==> config.mk <==
export PLATFORM = sky130hd
export DESIGN_NAME = weekly_schedule_outlet_timer_unit
export DESIGN_NICKNAME = d
export VERILOG_FILES = /design/src/hw/rtl/wsot_pkg.sv /design/src/hw/rtl/weekly_schedule_outlet_timer_unit.sv /design/src/hw/rtl/wsot_ram.sv
export SDC_FILE = /design/constraint.sdc
export NUM_CORES = 1
export LEC_CHECK = 0
export ABC_AREA = 1
export BUFFER_PORTS_ARGS = -buffer_cell sky130_fd_sc_hd__buf_2
export CAP_MARGIN = 25
export CORE_MARGIN = 2
export CORE_UTILIZATION = 40
export CTS_BUF_LIST = sky130_fd_sc_hd__clkbuf_8 sky130_fd_sc_hd__clkbuf_16
export DETAILED_ROUTE_END_ITERATION = 10
export SYNTH_ARGS = -nofsm -noshare
export SYNTH_HDL_FRONTEND = slang
export SYNTH_SLANG_ARGS = --single-unit
==> constraint.sdc <==
create_clock -name aclk -period 5.6 [get_ports aclk]
set_clock_uncertainty 0.2 [all_clocks]
set_input_delay 0.28 -clock aclk [delete_from_list [all_inputs] [get_ports aclk]]
set_output_delay 0.28 -clock aclk [all_outputs]
set_load 0.005 [all_outputs]
==> src/hw/rtl/wsot_pkg.sv <==
// ----------------------------------------------------------------------------
// wsot_pkg
// Shared types and constants for the weekly outlet schedule timer.
// ----------------------------------------------------------------------------
package wsot_pkg;

    localparam int ENTRY_COUNT = 6;
    localparam int IDX_W       = (ENTRY_COUNT > 1) ? $clog2(ENTRY_COUNT) : 1;

    localparam int COUNT_W     = 16;
    localparam int S_TDATA_W   = 64;
    localparam int S_TUSER_W   = 2;
    localparam int M_TDATA_W   = 40;

    typedef enum logic [1:0] {
        CMD_TICK  = 2'd0,
        CMD_WRITE = 2'd1,
        CMD_SLEEP = 2'd2,
        CMD_WAKE  = 2'd3
    } cmd_t;

    typedef enum logic [1:0] {
        ACT_NONE = 2'd0,
        ACT_ON   = 2'd1,
        ACT_OFF  = 2'd2
    } act_t;

    typedef enum logic [1:0] {
        ST_IDLE,
        ST_SCAN,
        ST_DONE
    } state_t;

    typedef struct packed {
        logic [6:0] mask;
        logic [4:0] on_h;
        logic [5:0] on_m;
        logic [4:0] off_h;
        logic [5:0] off_m;
    } entry_t;

    localparam int ENTRY_W = $bits(entry_t);

endpackage

==> src/hw/rtl/weekly_schedule_outlet_timer_unit.sv <==
// ----------------------------------------------------------------------------
// weekly_schedule_outlet_timer_unit
// Weekly on/off schedule table with sleep and wake minute countdowns.
// ----------------------------------------------------------------------------
// One result word per input word. The schedule entries live in a RAM with a
// registered read; a minute tick walks the entries through its single read
// port, one entry per cycle. Entries written since reset carry a valid flag;
// an unwritten entry never matches. A finished result sits in the output
// register while the next word is taken in.
module weekly_schedule_outlet_timer_unit (
    input  logic                           aclk,
    input  logic                           aresetn,
    input  logic                           s_tvalid,
    output logic                           s_tready,
    // command[1:0]
    input  logic [wsot_pkg::S_TUSER_W-1:0] s_tuser,
    // weekday[2:0] now_hour[7:3] now_minute[13:8] entry_index[16:14]
    // day_mask[23:17] on_hour[28:24] on_minute[34:29] off_hour[39:35]
    // off_minute[45:40] count_value[61:46], zero fill above
    input  logic [wsot_pkg::S_TDATA_W-1:0] s_tdata,
    output logic                           m_tvalid,
    input  logic                           m_tready,
    // outlet_action[1:0] sleep_left[17:2] wake_left[33:18], zero fill above
    output logic [wsot_pkg::M_TDATA_W-1:0] m_tdata
);

    import wsot_pkg::*;

    // input unpack
    logic [2:0]         in_weekday;
    logic [4:0]         in_hour;
    logic [5:0]         in_minute;
    logic [2:0]         in_index;
    entry_t             in_entry;
    logic [COUNT_W-1:0] in_count;

    assign in_weekday     = s_tdata[2:0];
    assign in_hour        = s_tdata[7:3];
    assign in_minute      = s_tdata[13:8];
    assign in_index       = s_tdata[16:14];
    assign in_entry.mask  = s_tdata[23:17];
    assign in_entry.on_h  = s_tdata[28:24];
    assign in_entry.on_m  = s_tdata[34:29];
    assign in_entry.off_h = s_tdata[39:35];
    assign in_entry.off_m = s_tdata[45:40];
    assign in_count       = s_tdata[61:46];

    state_t             state_reg, state_next;
    cmd_t               cmd_reg, cmd_next;
    logic [2:0]         day_reg, day_next;
    logic [4:0]         hour_reg, hour_next;
    logic [5:0]         minute_reg, minute_next;
    logic [COUNT_W-1:0] load_reg, load_next;
    logic [IDX_W-1:0]   idx_reg, idx_next;
    act_t               act_reg, act_next;
    logic [COUNT_W-1:0] sleep_reg, sleep_next;
    logic [COUNT_W-1:0] wake_reg, wake_next;
    logic [ENTRY_COUNT-1:0] valid_reg, valid_next;
    logic               m_tvalid_reg, m_tvalid_next;
    logic [M_TDATA_W-1:0] m_tdata_reg, m_tdata_next;

    logic               ram_we;
    logic [IDX_W-1:0]   ram_waddr;
    logic               ram_re;
    logic [IDX_W-1:0]   ram_raddr;
    logic [ENTRY_W-1:0] ram_rdata;
    entry_t             rd_entry;
    logic [4:0]         index_ext;
    logic [7:0]         mask_ext;
    logic               out_free;

    assign rd_entry  = entry_t'(ram_rdata);
    assign index_ext = {2'b00, in_index};
    assign mask_ext  = {1'b0, rd_entry.mask};
    assign out_free  = !m_tvalid_reg || m_tready;

    wsot_ram #(
        .WIDTH (ENTRY_W),
        .DEPTH (ENTRY_COUNT),
        .ADDR_W(IDX_W)
    ) u_table (
        .aclk (aclk),
        .we   (ram_we),
        .waddr(ram_waddr),
        .wdata(in_entry),
        .re   (ram_re),
        .raddr(ram_raddr),
        .rdata(ram_rdata)
    );

    always_ff @(posedge aclk) begin
        if (!aresetn) begin
            state_reg    <= ST_IDLE;
            valid_reg    <= '0;
            sleep_reg    <= '0;
            wake_reg     <= '0;
            m_tvalid_reg <= 1'b0;
            idx_reg      <= '0;
            act_reg      <= ACT_NONE;
        end else begin
            state_reg    <= state_next;
            valid_reg    <= valid_next;
            sleep_reg    <= sleep_next;
            wake_reg     <= wake_next;
            m_tvalid_reg <= m_tvalid_next;
            idx_reg      <= idx_next;
            act_reg      <= act_next;
        end
        cmd_reg     <= cmd_next;
        day_reg     <= day_next;
        hour_reg    <= hour_next;
        minute_reg  <= minute_next;
        load_reg    <= load_next;
        m_tdata_reg <= m_tdata_next;
    end

    always_comb begin
        act_t      act_v;
        logic [COUNT_W-1:0] sleep_v;
        logic [COUNT_W-1:0] wake_v;

        state_next    = state_reg;
        cmd_next      = cmd_reg;
        day_next      = day_reg;
        hour_next     = hour_reg;
        minute_next   = minute_reg;
        load_next     = load_reg;
        idx_next      = idx_reg;
        act_next      = act_reg;
        sleep_next    = sleep_reg;
        wake_next     = wake_reg;
        valid_next    = valid_reg;
        m_tdata_next  = m_tdata_reg;
        m_tvalid_next = m_tvalid_reg && !m_tready;
        s_tready      = 1'b0;
        ram_we        = 1'b0;
        ram_waddr     = index_ext[IDX_W-1:0];
        ram_re        = 1'b0;
        ram_raddr     = '0;
        act_v         = act_reg;
        sleep_v       = sleep_reg;
        wake_v        = wake_reg;

        case (state_reg)
            ST_IDLE: begin
                s_tready = 1'b1;
                if (s_tvalid) begin
                    cmd_next    = cmd_t'(s_tuser[1:0]);
                    day_next    = in_weekday;
                    hour_next   = in_hour;
                    minute_next = in_minute;
                    load_next   = in_count;
                    idx_next    = '0;
                    act_next    = ACT_NONE;
                    if (cmd_t'(s_tuser[1:0]) == CMD_TICK) begin
                        ram_re     = 1'b1;
                        state_next = ST_SCAN;
                    end else begin
                        if (cmd_t'(s_tuser[1:0]) == CMD_WRITE &&
                            index_ext < 5'(ENTRY_COUNT)) begin
                            ram_we = 1'b1;
                            valid_next[index_ext[IDX_W-1:0]] = 1'b1;
                        end
                        state_next = ST_DONE;
                    end
                end
            end
            ST_SCAN: begin
                // data of entry idx_reg is on the read port now
                if (valid_reg[idx_reg] && day_reg != 3'd7 && mask_ext[day_reg]) begin
                    if (hour_reg == rd_entry.on_h && minute_reg == rd_entry.on_m) begin
                        act_v = ACT_ON;
                    end
                    if (hour_reg == rd_entry.off_h && minute_reg == rd_entry.off_m) begin
                        act_v = ACT_OFF;
                    end
                end
                act_next = act_v;
                if (idx_reg == IDX_W'(ENTRY_COUNT - 1)) begin
                    state_next = ST_DONE;
                end else begin
                    ram_re    = 1'b1;
                    ram_raddr = idx_reg + 1'b1;
                    idx_next  = idx_reg + 1'b1;
                end
            end
            ST_DONE: begin
                if (out_free) begin
                    case (cmd_reg)
                        CMD_TICK: begin
                            if (sleep_reg != '0) begin
                                sleep_v = sleep_reg - 1'b1;
                                if (sleep_v == '0) begin
                                    act_v = ACT_OFF;
                                end
                            end
                            if (wake_reg != '0) begin
                                wake_v = wake_reg - 1'b1;
                                if (wake_v == '0) begin
                                    act_v = ACT_ON;
                                end
                            end
                        end
                        CMD_SLEEP: begin
                            sleep_v = load_reg;
                            act_v   = ACT_NONE;
                        end
                        CMD_WAKE: begin
                            wake_v = load_reg;
                            act_v  = ACT_NONE;
                        end
                        default: begin
                            act_v = ACT_NONE;
                        end
                    endcase
                    sleep_next    = sleep_v;
                    wake_next     = wake_v;
                    m_tdata_next  = {6'd0, wake_v, sleep_v, act_v};
                    m_tvalid_next = 1'b1;
                    state_next    = ST_IDLE;
                end
            end
            default: begin
                state_next = ST_IDLE;
            end
        endcase
    end

    assign m_tvalid = m_tvalid_reg;
    assign m_tdata  = m_tdata_reg;

endmodule

==> src/hw/rtl/wsot_ram.sv <==
// ----------------------------------------------------------------------------
// wsot_ram
// Generic single-clock RAM, one write port, one read port, registered read.
// ----------------------------------------------------------------------------
module wsot_ram #(
    parameter int WIDTH = 8,
    parameter int DEPTH = 4,
    parameter int ADDR_W = (DEPTH > 1) ? $clog2(DEPTH) : 1
) (
    input  logic              aclk,
    input  logic              we,
    input  logic [ADDR_W-1:0] waddr,
    input  logic [WIDTH-1:0]  wdata,
    input  logic              re,
    input  logic [ADDR_W-1:0] raddr,
    output logic [WIDTH-1:0]  rdata
);

    logic [WIDTH-1:0] mem [DEPTH];
    logic [WIDTH-1:0] rdata_reg;

    always_ff @(posedge aclk) begin
        if (we) begin
            mem[waddr] <= wdata;
        end
        if (re) begin
            rdata_reg <= mem[raddr];
        end
    end

    assign rdata = rdata_reg;

endmodule

# == After elaboration in Yosys (flattened, before gate mapping) ==
# Memory sizes are Yosys's and may differ from the RTL's. A register that Yosys moved wholly into a read port is not among the register bits.
# Cells that the tools add are included.
# totals
regBits,112
mem_bits_rw,174
in_bits,70
output_inout_bits,42
mem_count,1
# classes
n_addsub,3
order_cmp,5
eq_ne,17
n_mux,42
bitwise,2
reduce_logical,24
# mem_list
memory,depth,width,read_ports,rd_clocked_by_memory_dff,write_ports,line_no,rtl
u_table.mem,6,29,1,1,1,wsot_ram.sv:19,logic [WIDTH-1:0] mem [DEPTH];
# op_table
operator,n
$pmux W16 S2,2
$logic_not A16 Y1,2
$mux W16,2
$reduce_bool A16 Y1,2
$sub A16 B1 Y16 const B,2
$mux W2,12
$mux W1,15
$eq A6 B6 Y1,2
$lt A3 B4 Y1 const B,3
$mux W3,4
$eq A5 B5 Y1,2
$ne A2 B2 Y1 const B,5
$reduce_and A4 Y1,2
$logic_and A1 B1 Y1,7
$bmux W1 S3,2
$eq A2 B2 Y1 const B,3
$logic_not A2 Y1,3
$ne A3 B3 Y1 const B,2
$or A6 B6 Y6,1
$pmux W2 S3,1
$pmux W3 S2,1
$reduce_and A3 Y1,2
$eq A2 B1 Y1 const B,2
$pmux W2 S2,1
other kinds (11),13

# == Depth between registers and ports, before layout ==
# logic_depth
depth_word,8
mapped_depth,14
mapped_depth_nobuf,13

# == Hierarchy ==
# From an unflattened synthesis, not the netlist that was laid out.
# hier_totals
hier_cells,1317
area_unflattened_um2,13686.9
# modules_own_cells
module,instances,cells_per_inst,area_per_inst_um2,seq_area_each_um2
wsot_ram,1,570,7694.9,6095.8
weekly_schedule_outlet_timer_unit,1,747,5992.0,2902.8

# == Least setup slack after synthesis ==
# OpenSTA, ideal clock, no wires.
# synth_timing
path_kind,register -> register
from,register state_reg[1]
to,"memory u_table.mem[1][0] in the netlist's numbering, enable pin"
setup_ns,0.454
t_arrival_ns,3.551
required_ns,4.946
slack_ns,1.396
stages_incl_launch_ff,6
path_buffers,0
synth_period_minus_slack_ns,4.204
cell_sequence,dfxtp_1 -> nor2_1 -> nand2_1 -> inv_1 -> nand2_1 -> nor3_1
# synth_between
elab_chain_len,4
# synth_rtl
element,line_no,rtl
"start, declared",weekly_schedule_outlet_timer_unit.sv:48,"state_t state_reg, state_next;"
"start signal, assigned",weekly_schedule_outlet_timer_unit.sv:101,state_reg <= state_next;
$logic_not A2 Y1,weekly_schedule_outlet_timer_unit.sv:144,case (state_reg)
$mux W1,weekly_schedule_outlet_timer_unit.sv:144,
$mux W1,wsot_ram.sv:23,if (we) begin
$mux W1 (not written as such),wsot_ram.sv:24,mem[waddr] <= wdata;
"end, declared",wsot_ram.sv:19,
# No other way between the ends.

# == Final worst setup path ==
# layout_timing
from,register idx_reg[1]
to,"register u_table.rdata_reg[23], in the netlist u_table.rdata[23] (read register of u_table.mem) (data pin)"
# layout_between
elab_chain_len,3
word_cells_on_any_way,6
classes_between,1 x add/sub; 1 x eq/ne; 4 x mux
# layout_rtl
element,line_no,rtl
"start, declared",weekly_schedule_outlet_timer_unit.sv:54,"logic [IDX_W-1:0] idx_reg, idx_next;"
"start signal, assigned",weekly_schedule_outlet_timer_unit.sv:106,idx_reg <= idx_next;
$add A3 B1 Y3 or $eq A3 B3 Y1 (tied branches),"weekly_schedule_outlet_timer_unit.sv:183, weekly_schedule_outlet_timer_unit.sv:179",
$mux W3 or $mux W1 (tied branches),weekly_schedule_outlet_timer_unit.sv:179,if (idx_reg == IDX_W'(ENTRY_COUNT - 1)) begin
$mux W3 or $pmux W1 S2 (tied branches),weekly_schedule_outlet_timer_unit.sv:144,
"end, declared",wsot_ram.sv:20,logic [WIDTH-1:0] rdata_reg;
# Several ways; a longest one is shown, not always the timed one.
# A chain may end at the register's enable or synchronous reset.

==> impl_metrics.env <==
export IMPL_maxSlewHeadroom_pct=33.1
export IMPL_mostFrequentLayoutCell="sky130_fd_sc_hd__edfxtp_1"
export IMPL_worst_endpoint_required_ns=5.74
export IMPL_drive_above_1_share_pct=15.9
export IMPL_worstSetupEndpoint="u_table.rdata[23]"
export IMPL_groute_usage_overall_pct=17.4
export IMPL_route_vias_total=9381
export IMPL_critPathLaunch="idx_reg[1]"
export IMPL_worstPathArrival_ns=3.26
export IMPL_via_count_of_the_first_global_routing_pass=9109
export IMPL_std_cell_rows=67
export IMPL_synth_area_per_cell_um2=10.9
export IMPL_element_type_at_the_critical_path_start="flip-flop"
export IMPL_grt_first_pass_wirelength_um=48300
export IMPL_grt_overflow=0
export IMPL_timing_rr_start="idx_reg[1]"
export IMPL_wl_met3_um=1770
export IMPL_core_area_mm2=0.0335
export IMPL_met2_length_um=15000
export IMPL_p_leak_nw=6.53
export IMPL_timing_rr_end="u_table.rdata[23]"
export IMPL_post_synthesis_cell_count=1255
export IMPL_min_period_ns=3.12
export IMPL_worst_r2r_cell_count=9
export IMPL_die_area_mm2=0.0356
export IMPL_endpoint_kind="flip-flop"
export IMPL_clock_root_buffer="sky130_fd_sc_hd__clkbuf_16"
export IMPL_wl_on_met1_um=13300
export IMPL_rsz_0062_raised_after_global_routing="no"
export IMPL_synth_seq_area_share_pct=65.9
export IMPL_area_delta_synth_final_pct=19.9
export IMPL_die_height_um=189
export IMPL_post_route_drc_count=0
export IMPL_via_density=4.95
export IMPL_gp_routability_congestion=0.857
export IMPL_hold_crit_path_type="primary input to flip-flop"
export IMPL_fin_setup_tns_ns=0
export IMPL_report_final_hold_viol_count=0
export IMPL_flip_flop_count_of_the_largest_register_all_copies_and_words_added=174
export IMPL_place_hpwl_um=18800
export IMPL_cts_buffers=34
export IMPL_setup_violations=0
export IMPL_highest_layer="met4"
export IMPL_x_dimension_of_the_die_um=189
export IMPL_tritoncts="built"
export IMPL_clock_sink_count=315
export IMPL_fmaxAchievable_mhz=320
export IMPL_post_cts_repair_setup_buffers=0
export IMPL_post_synth_instance_area_mm2=0.0136
export IMPL_finalNonFillerCells=1897
export IMPL_worst_slew_pin_slew_ns=1.00
export IMPL_synth_ff_type="sky130_fd_sc_hd__edfxtp_1"
export IMPL_design_portCount=112
export IMPL_route_final_wire_length_um=30900
export IMPL_port_buffers=103
export IMPL_fillerInstances=3087
export IMPL_yosys_register_bits=315
export IMPL_synthesis_yosys_warnings=0
export IMPL_htreeDepth=2
export IMPL_wl_per_cell_um=16.3
export IMPL_drt_pre_antenna_iters=7
export IMPL_drv_slew=0
export IMPL_nets=1501
export IMPL_critical_path_max_fanout=58
export IMPL_slack_of_the_worst_reg_to_reg_path_ns=2.48
export IMPL_clock_insertion_delay_worst_skew_ns=0.52
export IMPL_postSynth_asyncResetShare_pct=0
export IMPL_worst_ir_drop_vdd_mv=0.283
export IMPL_start_util_pct=40.7
export IMPL_leading_cell_types_in_the_layout_fill_and_taps_excluded="sky130_fd_sc_hd__edfxtp_1 (269), sky130_fd_sc_hd__nand2_1 (219), sky130_fd_sc_hd__nor2_1 (138)"
export IMPL_power_density_mw_per_mm2=337
export IMPL_clock_input_transition_at_the_sequential_cells_of_the_worst_setup_and_hold_paths_ns=0.06
export IMPL_grt_start_max_net_pins=60
export IMPL_grt_antenna_before_repair=2
export IMPL_dr_first_iter_drc_count=625
export IMPL_cap_violations=0
export IMPL_layout_worst_path_cycle_share_pct=55.8
export IMPL_ctsLongestPathBuffers=3
export IMPL_run_status="finished, final reports clean"
export IMPL_ant_nets=0
export IMPL_criticalPathCategory="flip-flop to flip-flop"
export IMPL_synth_edf_count=269
export IMPL_number_of_library_cell_types_mapped_by_synthesis=41
export IMPL_place_inst=1769
-- critical path, stage by stage, from the launching register on --
cell                      delay, ns
sky130_fd_sc_hd__dfxtp_1       0.40
sky130_fd_sc_hd__inv_1         0.08
sky130_fd_sc_hd__ha_1          0.19
sky130_fd_sc_hd__nand2_2       0.13
sky130_fd_sc_hd__nand3_4       0.40
sky130_fd_sc_hd__inv_2         0.88
sky130_fd_sc_hd__o21ai_0       0.18
sky130_fd_sc_hd__o22ai_1       0.20
sky130_fd_sc_hd__nand2_1       0.07
sky130_fd_sc_hd__o21ai_1       0.15
-- how the worst min path moves through the flow --
stage / start / slack, ns / cells past startpoint / to
finish: s_tdata[15] / 0.19 / 4 / u_table.mem[0][8]
global route: s_tdata[16] / 0.21 / 4 / u_table.mem[2][22]
CTS: s_tdata[16] / 0.18 / 4 / u_table.mem[2][22]
detailed placement: s_tdata[57] / 0.26 / 1 / load_reg[11]
global placement: valid_reg[4] / 0.25 / 2 / valid_reg[4]
floorplan: s_tuser[0] / 0.18 / 0 / cmd_reg[0]
-- per-stage QoR --
stage | setup slack [ns] | power (mW) | cell area [µm²] | hold WS [ns] | utilization [%]
floorplan | 1.40 | 3.23 | 13700 | 0.179 | -
global placement | 2.52 | 3.42 | 14600 | 0.249 | 43.5
detailed placement | 2.47 | 3.43 | 14700 | 0.258 | 43.7
CTS | 2.46 | 5.56 | 16400 | 0.175 | 48.8
global route | 2.24 | 5.77 | 16400 | 0.210 | 48.8
finish | 2.48 | 5.51 | 16400 | 0.191 | 48.8
-- cell families after synthesis --
kind of cell               after synthesis  synth area share, %
AOI/OAI and AO/OA                      241                 9.44
xor gates and xnor gates                22                 1.41
adders and majority gates                9                0.825
buffers and inverters                  167                 5.13
DFF                                    315                 65.9
muxes                                   29                 2.13
other                                    1               0.0275
and+or+nand+nor                        471                 15.1
-- timing repair --
item,4_1_cts,5_1_grt
hold buffers,65,0
hold endpoints to repair,217,0
gates resized for setup,0,0
-- cells in the mapped netlist, types with 2 or more instances --
cell | number | area [µm²]
sky130_fd_sc_hd__o21ai_0 | 92 | 460
sky130_fd_sc_hd__ha_1 | 9 | 113
sky130_fd_sc_hd__nand3_1 | 45 | 225
sky130_fd_sc_hd__inv_2 | 13 | 48.8
sky130_fd_sc_hd__o21ai_1 | 48 | 240
sky130_fd_sc_hd__nor3_1 | 6 | 30.0
sky130_fd_sc_hd__a21oi_1 | 56 | 280
sky130_fd_sc_hd__buf_6 | 2 | 22.5
sky130_fd_sc_hd__a22oi_1 | 8 | 60.1
sky130_fd_sc_hd__o22ai_1 | 29 | 181
sky130_fd_sc_hd__clkbuf_1 | 27 | 101
sky130_fd_sc_hd__xor2_1 | 10 | 87.6
sky130_fd_sc_hd__nor2_2 | 13 | 81.3
sky130_fd_sc_hd__nand2_2 | 15 | 93.8
sky130_fd_sc_hd__buf_4 | 12 | 90.1
sky130_fd_sc_hd__or2_2 | 4 | 25.0
sky130_fd_sc_hd__mux2i_1 | 29 | 290
sky130_fd_sc_hd__nor2_4 | 7 | 78.8
sky130_fd_sc_hd__nor3_4 | 2 | 32.5
sky130_fd_sc_hd__nand2_1 | 221 | 830
sky130_fd_sc_hd__buf_2 | 11 | 55.1
sky130_fd_sc_hd__nor2_1 | 141 | 529
sky130_fd_sc_hd__inv_1 | 101 | 379
sky130_fd_sc_hd__nand3_2 | 4 | 40.0
sky130_fd_sc_hd__edfxtp_1 | 269 | 8080
sky130_fd_sc_hd__nand4_1 | 10 | 62.6
sky130_fd_sc_hd__dfxtp_1 | 46 | 921
sky130_fd_sc_hd__xnor2_1 | 12 | 105
-- final cells by class --
cell class,instances,area (µm²),area share (%)
antenna,2,5.00,0.0306
clock buffer,39,920,5.62
clock inverter,22,133,0.811
inverter,114,428,2.62
multi-input combinational,778,4020,24.6
sequential,315,9000,55.0
tap,448,561,3.43
timing repair buffer,179,1290,7.90
-- per-layer routing --
metal / GRT usage [%] / up-vias
li1: - / 4663
met1: 22.1 / 4396
met2: 30.4 / 263
met3: 2.64 / 59
met4: 5.50 / 0
met5: 0 / -
-- power breakdown --
| part | switching, mW | internal, mW | leakage [nW] |
|---|---|---|---|
| logic | 0.464 | 0.256 | 3.14 |
| clock network | 0.901 | 1.18 | 0.560 |
| registers | 0.0585 | 2.65 | 2.83 |
| total | 1.42 | 4.09 | 6.53 |
Power figures use the tool's default switching activity.
